$ cat config.mk
export PLATFORM = sky130hd
export DESIGN_NAME = double_ended_queue_ring_core
export DESIGN_NICKNAME = d
export VERILOG_FILES = /design/src/rtl/core/deqr_pkg.sv /design/src/rtl/core/deqr_cell.sv /design/src/rtl/core/deqr_out_buf.sv /design/src/rtl/core/double_ended_queue_ring_core.sv
export SDC_FILE = /design/constraint.sdc
export NUM_CORES = 1
export LEC_CHECK = 0
export BUFFER_PORTS_ARGS = -buffer_cell sky130_fd_sc_hd__buf_2
export CORE_MARGIN = 2
export CORE_UTILIZATION = 39
export DETAILED_ROUTE_END_ITERATION = 10
export PLACE_DENSITY = 0.58
export SLEW_MARGIN = 20
export SYNTH_ARGS = -nofsm -noshare
export SYNTH_HDL_FRONTEND = slang
export SYNTH_SLANG_ARGS = --single-unit
$ cat constraint.sdc
create_clock -name clk -period 23.9 [get_ports clk]
set_clock_uncertainty 0.2 [all_clocks]
set_input_delay 1.195 -clock clk [delete_from_list [all_inputs] [get_ports clk]]
set_output_delay 1.195 -clock clk [all_outputs]
set_load 0.01 [all_outputs]
$ cat src/rtl/core/deqr_pkg.sv
// ============================================================================
// deqr_pkg: shared types for the ring double-ended queue
// Command codes, transaction payload structs and the cell operation codes
// used between the top level and the storage cells.
// ============================================================================
package deqr_pkg;

  // Command carried by each input transaction.
  typedef enum logic [1:0] {
    CMD_PUSH_R = 2'd0,
    CMD_POP_L  = 2'd1,
    CMD_POP_R  = 2'd2,
    CMD_QUERY  = 2'd3
  } deqr_cmd_t;

  // Operation applied to one storage cell in a cycle.
  typedef enum logic [1:0] {
    CELL_HOLD       = 2'd0,
    CELL_LOAD       = 2'd1,
    CELL_TAKE_LEFT  = 2'd2,
    CELL_TAKE_RIGHT = 2'd3
  } deqr_cell_op_t;

  // Input transaction payload.
  typedef struct packed {
    deqr_cmd_t   command;
    logic [31:0] item_in;
  } deqr_req_t;

  // Result transaction payload.
  typedef struct packed {
    logic [31:0] item_out;
    logic [31:0] left_item;
    logic [31:0] right_item;
    logic [4:0]  count;
    logic        empty_res;
    logic        full_res;
    logic        error;
  } deqr_rsp_t;

endpackage

$ cat src/rtl/core/deqr_cell.sv
// ============================================================================
// deqr_cell: one storage cell of the queue chain
// Holds one item and each cycle either keeps it, loads a new item, or takes
// the item of its left or right neighbor.
// ============================================================================
module deqr_cell import deqr_pkg::*; #(
  parameter int W = 32
) (
  input  logic          clk,
  input  deqr_cell_op_t op,
  input  logic [W-1:0]  load_data,
  input  logic [W-1:0]  from_left,
  input  logic [W-1:0]  from_right,
  output logic [W-1:0]  q,
  output logic [W-1:0]  d
);

  // Select the value the cell holds after this cycle.
  always_comb begin
    unique case (op)
      CELL_HOLD:       d = q;
      CELL_LOAD:       d = load_data;
      CELL_TAKE_LEFT:  d = from_left;
      CELL_TAKE_RIGHT: d = from_right;
      default:         d = q;
    endcase
  end

  // Item storage; contents are meaningless until first written.
  always_ff @(posedge clk) begin
    q <= d;
  end

endmodule

$ cat src/rtl/core/deqr_out_buf.sv
// ============================================================================
// deqr_out_buf: two-entry result buffer
// Output register plus one skid entry, so a new transaction can be taken
// while a finished result waits at the output.
// ============================================================================
module deqr_out_buf import deqr_pkg::*; (
  input  logic      clk,
  input  logic      rst,
  input  logic      wr_en,
  input  deqr_rsp_t wr_data,
  output logic      full,
  output logic      rd_valid,
  output deqr_rsp_t rd_data,
  input  logic      rd_stall
);

  logic      valid0;
  logic      valid1;
  deqr_rsp_t slot0;
  deqr_rsp_t slot1;
  logic      take;

  assign take     = valid0 && !rd_stall;
  assign full     = valid1;
  assign rd_valid = valid0;
  assign rd_data  = slot0;

  // Occupancy flags.
  always_ff @(posedge clk) begin
    if (rst) begin
      valid0 <= 1'b0;
      valid1 <= 1'b0;
    end else if (take) begin
      if (valid1) begin
        valid0 <= 1'b1;
        valid1 <= wr_en;
      end else begin
        valid0 <= wr_en;
      end
    end else if (wr_en) begin
      if (valid0) begin
        valid1 <= 1'b1;
      end else begin
        valid0 <= 1'b1;
      end
    end
  end

  // Payload entries; the skid entry moves up when the output is taken.
  always_ff @(posedge clk) begin
    if (take) begin
      if (valid1) begin
        slot0 <= slot1;
        if (wr_en) begin
          slot1 <= wr_data;
        end
      end else if (wr_en) begin
        slot0 <= wr_data;
      end
    end else if (wr_en) begin
      if (valid0) begin
        slot1 <= wr_data;
      end else begin
        slot0 <= wr_data;
      end
    end
  end

endmodule

$ cat src/rtl/core/double_ended_queue_ring_core.sv
// ============================================================================
// double_ended_queue_ring_core: bounded double-ended queue
// Push right, pop left, pop right and query commands on a queue of DEPTH
// items, one result transaction per command.
// ============================================================================
// The queue takes one command per clock cycle and delivers its result into a
// two-entry output buffer, so a command is accepted in every cycle unless two
// results are already waiting there; each command is done in the cycle it is accepted.
// Items live in two rows of DEPTH cells that hold the same contents: the left
// row keeps the left end in its first cell, the right row keeps the right end
// in its last cell, and cells shift toward or away from those ends, so both
// ends and the popped item are read from fixed cells. A pop on an empty queue
// or a push on a full one changes nothing and reports an error.
module double_ended_queue_ring_core import deqr_pkg::*; #(
  parameter int DEPTH      = 16,
  parameter int ITEM_WIDTH = 32
) (
  input  logic      clk,
  input  logic      rst,
  input  logic      req_valid,
  output logic      req_stall,
  input  deqr_req_t req,
  output logic      rsp_valid,
  input  logic      rsp_stall,
  output deqr_rsp_t rsp
);

  localparam int CNT_W = $clog2(DEPTH + 1);
  localparam int XW    = (ITEM_WIDTH > 32) ? ITEM_WIDTH : 32;

  logic [CNT_W-1:0]      count;
  logic [CNT_W-1:0]      count_next;
  logic [31:0]           count_ext;
  logic                  accept;
  logic                  is_full;
  logic                  is_empty;
  logic                  push_ok;
  logic                  pop_l_ok;
  logic                  pop_r_ok;
  logic                  refused;
  logic [XW-1:0]         in_ext;
  logic [ITEM_WIDTH-1:0] item_w;
  logic [ITEM_WIDTH-1:0] popped;
  logic [ITEM_WIDTH-1:0] left_w;
  logic [ITEM_WIDTH-1:0] right_w;
  logic [XW-1:0]         popped_ext;
  logic [XW-1:0]         left_ext;
  logic [XW-1:0]         right_ext;
  logic                  buf_full;
  deqr_rsp_t             result;
  deqr_cell_op_t         op_b;

  logic [ITEM_WIDTH-1:0] a_q [DEPTH];
  logic [ITEM_WIDTH-1:0] a_d [DEPTH];
  logic [ITEM_WIDTH-1:0] b_q [DEPTH];
  logic [ITEM_WIDTH-1:0] b_d [DEPTH];

  // Input handshake and command decode.
  assign req_stall = buf_full;
  assign accept    = req_valid && !req_stall;
  assign is_full   = (count == CNT_W'(DEPTH));
  assign is_empty  = (count == '0);
  assign push_ok   = accept && (req.command == CMD_PUSH_R) && !is_full;
  assign pop_l_ok  = accept && (req.command == CMD_POP_L) && !is_empty;
  assign pop_r_ok  = accept && (req.command == CMD_POP_R) && !is_empty;
  assign refused   = ((req.command == CMD_PUSH_R) && is_full) ||
                     (((req.command == CMD_POP_L) || (req.command == CMD_POP_R)) && is_empty);

  // Items are kept to ITEM_WIDTH bits.
  assign in_ext = XW'(req.item_in);
  assign item_w = in_ext[ITEM_WIDTH-1:0];

  // Item count.
  always_comb begin
    count_next = count;
    if (push_ok) begin
      count_next = count + CNT_W'(1);
    end else if (pop_l_ok || pop_r_ok) begin
      count_next = count - CNT_W'(1);
    end
  end

  always_ff @(posedge clk) begin
    if (rst) begin
      count <= '0;
    end else begin
      count <= count_next;
    end
  end

  // The right row moves as a whole: away from its last cell on a push, toward
  // it on a right pop. A left pop only shortens it at the far end.
  always_comb begin
    if (push_ok) begin
      op_b = CELL_TAKE_RIGHT;
    end else if (pop_r_ok) begin
      op_b = CELL_TAKE_LEFT;
    end else begin
      op_b = CELL_HOLD;
    end
  end

  for (genvar i = 0; i < DEPTH; i++) begin : g_cell
    deqr_cell_op_t         op_a;
    logic [ITEM_WIDTH-1:0] a_right;
    logic [ITEM_WIDTH-1:0] b_left;
    logic [ITEM_WIDTH-1:0] b_right;

    // Left row: a push lands in the cell just past the right end, a left
    // pop shifts every cell one place toward the first cell.
    always_comb begin
      if (push_ok && (count == CNT_W'(i))) begin
        op_a = CELL_LOAD;
      end else if (pop_l_ok) begin
        op_a = CELL_TAKE_RIGHT;
      end else begin
        op_a = CELL_HOLD;
      end
    end

    if (i == DEPTH - 1) begin : g_last
      assign a_right = '0;
      assign b_right = item_w;
    end else begin : g_mid
      assign a_right = a_q[i+1];
      assign b_right = b_q[i+1];
    end

    if (i == 0) begin : g_first
      assign b_left = '0;
    end else begin : g_rest
      assign b_left = b_q[i-1];
    end

    deqr_cell #(.W(ITEM_WIDTH)) u_cell_a (
      .clk        (clk),
      .op         (op_a),
      .load_data  (item_w),
      .from_left  ('0),
      .from_right (a_right),
      .q          (a_q[i]),
      .d          (a_d[i])
    );

    deqr_cell #(.W(ITEM_WIDTH)) u_cell_b (
      .clk        (clk),
      .op         (op_b),
      .load_data  (item_w),
      .from_left  (b_left),
      .from_right (b_right),
      .q          (b_q[i]),
      .d          (b_d[i])
    );
  end

  // Result of this command, taken from the end cells.
  always_comb begin
    if (pop_l_ok) begin
      popped = a_q[0];
    end else if (pop_r_ok) begin
      popped = b_q[DEPTH-1];
    end else begin
      popped = '0;
    end
  end

  assign left_w     = (count_next != '0) ? a_d[0] : '0;
  assign right_w    = (count_next != '0) ? b_d[DEPTH-1] : '0;
  assign popped_ext = XW'(popped);
  assign left_ext   = XW'(left_w);
  assign right_ext  = XW'(right_w);
  assign count_ext  = 32'(count_next);

  always_comb begin
    result.item_out   = popped_ext[31:0];
    result.left_item  = left_ext[31:0];
    result.right_item = right_ext[31:0];
    result.count      = count_ext[4:0];
    result.empty_res  = (count_next == '0);
    result.full_res   = (count_next == CNT_W'(DEPTH));
    result.error      = refused;
  end

  deqr_out_buf u_out_buf (
    .clk      (clk),
    .rst      (rst),
    .wr_en    (accept),
    .wr_data  (result),
    .full     (buf_full),
    .rd_valid (rsp_valid),
    .rd_data  (rsp),
    .rd_stall (rsp_stall)
  );

`ifndef NO_ASSERTIONS
  // The count never passes the capacity.
  a_count_bound: assert property (@(posedge clk) disable iff (rst)
    count <= CNT_W'(DEPTH))
    else $error("item count above capacity");

  // A refused command leaves the count where it was.
  a_refused_stable: assert property (@(posedge clk) disable iff (rst)
    accept && refused |=> $stable(count))
    else $error("refused command changed the count");

  // With a single item held, both rows show the same item at their ends.
  a_rows_agree: assert property (@(posedge clk) disable iff (rst)
    count == CNT_W'(1) |-> a_q[0] == b_q[DEPTH-1])
    else $error("left and right rows disagree on the only item");

  // Input is only held off while a result waits at the output.
  a_stall_cause: assert property (@(posedge clk) disable iff (rst)
    req_stall |-> rsp_valid)
    else $error("input stalled with no pending result");
`endif

endmodule
==> impl_metrics.csv <==
group,metric,value,unit
synth,synthTopCellsByArea,"edfxtp_1, mux2_2, a221o_1, dfxtp_1, clkbuf_1",
routing,drtAntennaViolNets,0,
global_routing,grt_first_pass_wirelength,170,mm
timing,max_slew_margin,0.00666,
routing,vias_per_cell,5.66,
clocking,clk_pin_slew,0.06,ns
synth,syn-num-nets,3173,
cells_and_area,multiInputGateArea,0.0136,mm2
synth,synth_top_area_frac,0.680,
clocking,cts_tree,"done",
cells_and_area,layout.cells.non_filler,4992,
clocking,cts_made_buffers,121,
synth,async_flop_share,0,
synth,ys.warnings.count,0,
routing,route.detailed.drc,0,
routing,dr_total_vias,28258,
cells_and_area,nNetsFinal,3177,
synth,synth_cell_types,42,
timing,hold_viol,0,
timing,period_share,0.237,
die,die_h,368,um
synth,synth_top_area_cell,"edfxtp_1",
die,coreArea,0.131,mm2
synth,ys_seq_area_frac,0.707,
placement,port-buffer-count,143,
worst_setup_path,endpoint_kind,"register",
worst_setup_path,start_kind,"register",
routing,drtIter0Drc,3133,
placement,place_inst,4761,
die,ios,144,
power_and_ir_drop,powerDensity,92.0,mW/mm2
global_routing,grt_use_total,0.159,
timing,worst_slew_pin_slew,1.49,ns
cells_and_area,final_common_cell,"edfxtp_1",
routing,wl,109,mm
placement,hpwl,65.5,mm
synth,ys.flop_type,"edfxtp_1",
cells_and_area,drive_above_1_share,0.274,
global_routing,grt-ovfl-total,0,
clocking,cts_setup_buffers,0,
placement,place.gp.congestion,0.786,
hold_path,hold_path_startpoint,"g_cell[0].u_cell_a.q[1]",
worst_setup_path,critical_path_class,"register to register",
die,rows,133,
timing,finalCriticalPeriod,5.66,ns
cells_and_area,areaGrowthSynthToFinish,11.7,%
clocking,cts-resized-gates,0,
global_routing,antenna_found_initial,7,
worst_setup_path,cp-startpoint,"count[0]",
power_and_ir_drop,p_total,5300,uW
die,die_w,368,um
clocking,cts_buffer_depth,3,
run_status,status,"complete, no violations",
cells_and_area,fillCellCount,11614,
cells_and_area,final_cell_mix,"edfxtp_1, mux2_2, a221o_1",
global_routing,grt_pass1_vias,27407,
timing,tns,0,ns
worst_setup_path,timing.rr.start,"count[0]",
placement,dp_worst_setup_slack,17.98,ns
worst_setup_path,arrival,5.99,ns
synth,avgSynthCellArea,16.5,um2
worst_setup_path,worst-path-max-fanout,236,
run,maxCapViolCount,0,
routing,wl_per_cell,21.9,um
timing,setup_ws,18.24,ns
timing,setup_viol,0,
hold_path,min_path_type,"register to register",
timing,rsz0062_at_grt,"false",
synth,ys_seq_elements,1239,
die,start_util,0.393,
synth,synth_edf_count,1168,
cells_and_area,seqCellArea,0.0365,mm2
synth,syn_inst,3126,
clocking,hold_buffers,0,
clocking,cts-root-buf,"clkbuf_16",
die,dieArea,0.135,mm2
routing,dr.pass1.iters,6,
timing,worst_hold_slack,0.319,ns
clocking,cts.htree.levels,3,
worst_setup_path,worstPathRequired,24.23,ns
clocking,clock_latency,0.73,ns
clocking,clock_sinks,1239,
power_and_ir_drop,p_leak,0.0195,uW
timing,max_freq,0.177,GHz
global_routing,grt_max_degree,237,
synth,synth_area,0.0516,mm2
worst_setup_path,r2r_setup_slack,18.24,ns
power_and_ir_drop,vdd_ir_drop_max,0.0606,mV
timing,final-max-slew-violation-count,0,
-- cell usage after synthesis (64+ instances only) --
cell / number
inv_1: 73
nand2_1: 98
edfxtp_1: 1168
a22o_1: 64
and2_1: 67
nor2_1: 80
dfxtp_1: 71
buf_2: 122
clkbuf_1: 182
mux2_2: 483
o31ai_1: 67
a221o_1: 448
-- report_power, final --
group / switching, uW / total [uW] / internal (uW)
Combinational: 412 / 669 / 256
Sequential: 139 / 2800 / 2660
Clock: 814 / 1840 / 1020
-- cell families (layout without fill, tap and decap cells) --
kind of cell               after synthesis  after routing  share of synthesized area
AOI/OAI and AO/OA                      717            717                      0.127
xor gates and xnor gates                 3              3                   0.000509
adders and majority gates                9              9                    0.00218
buffers and inverters                  393            503                     0.0323
DFF                                   1239           1239                      0.707
muxes                                  485            485                      0.106
other                                    0              1                          0
and+or+nand+nor                        280            280                     0.0255
-- worst paths after layout --
check / endpoint / cells after the start
setup reg to reg: u_out_buf.rd_data[16] / 10
hold reg to reg: g_cell[0].u_cell_a.q[1] / 2
setup / recovery: u_out_buf.rd_data[16] / 10
hold / removal: g_cell[0].u_cell_a.q[1] / 2
-- worst max-delay path, cell delays in order, from the launching register on --
cell      delay, ns
dfxtp_1        0.41
inv_1          0.22
ha_1           0.33
nor3b_1        0.66
nand2_1        0.21
a21oi_4        0.18
buf_4          0.54
buf_4          0.81
buf_12         0.49
a222oi_1       0.40
o31ai_1        0.35
-- metal layers --
layer  track usage  share of wire
met2         0.233           0.44
met4        0.0350          0.018
met3        0.0298          0.058
met1         0.243           0.48
met5             0        0.00037
-- stage by stage --
stage                      util  cell area (um2)
after floorplan               -            51600
after global placement    0.409            53700
after detailed placement  0.409            53800
after CTS                 0.438            57600
after global routing      0.439            57600
final                     0.439            57700
-- layout make-up --
type                            instances  share of cell area
Sequential cell                      1239               0.633
Multi-Input combinational cell       1494               0.236
Clock buffer                          172              0.0586
Tap cell                             1755              0.0381
Timing Repair Buffer                  200              0.0216
Clock inverter                         57             0.00721
Inverter                               74             0.00495
Antenna cell                            1           0.0000434
-- flip-flops by register name (all words and copies together) (netlist names) --
name,count
g_cell.u_cell_a.q,512
g_cell.u_cell_b.q,512
u_out_buf.rd_data,104
u_out_buf.slot1,104
count,5
u_out_buf.full,1
u_out_buf.rd_valid,1
(Power assumes the default switching activity.)
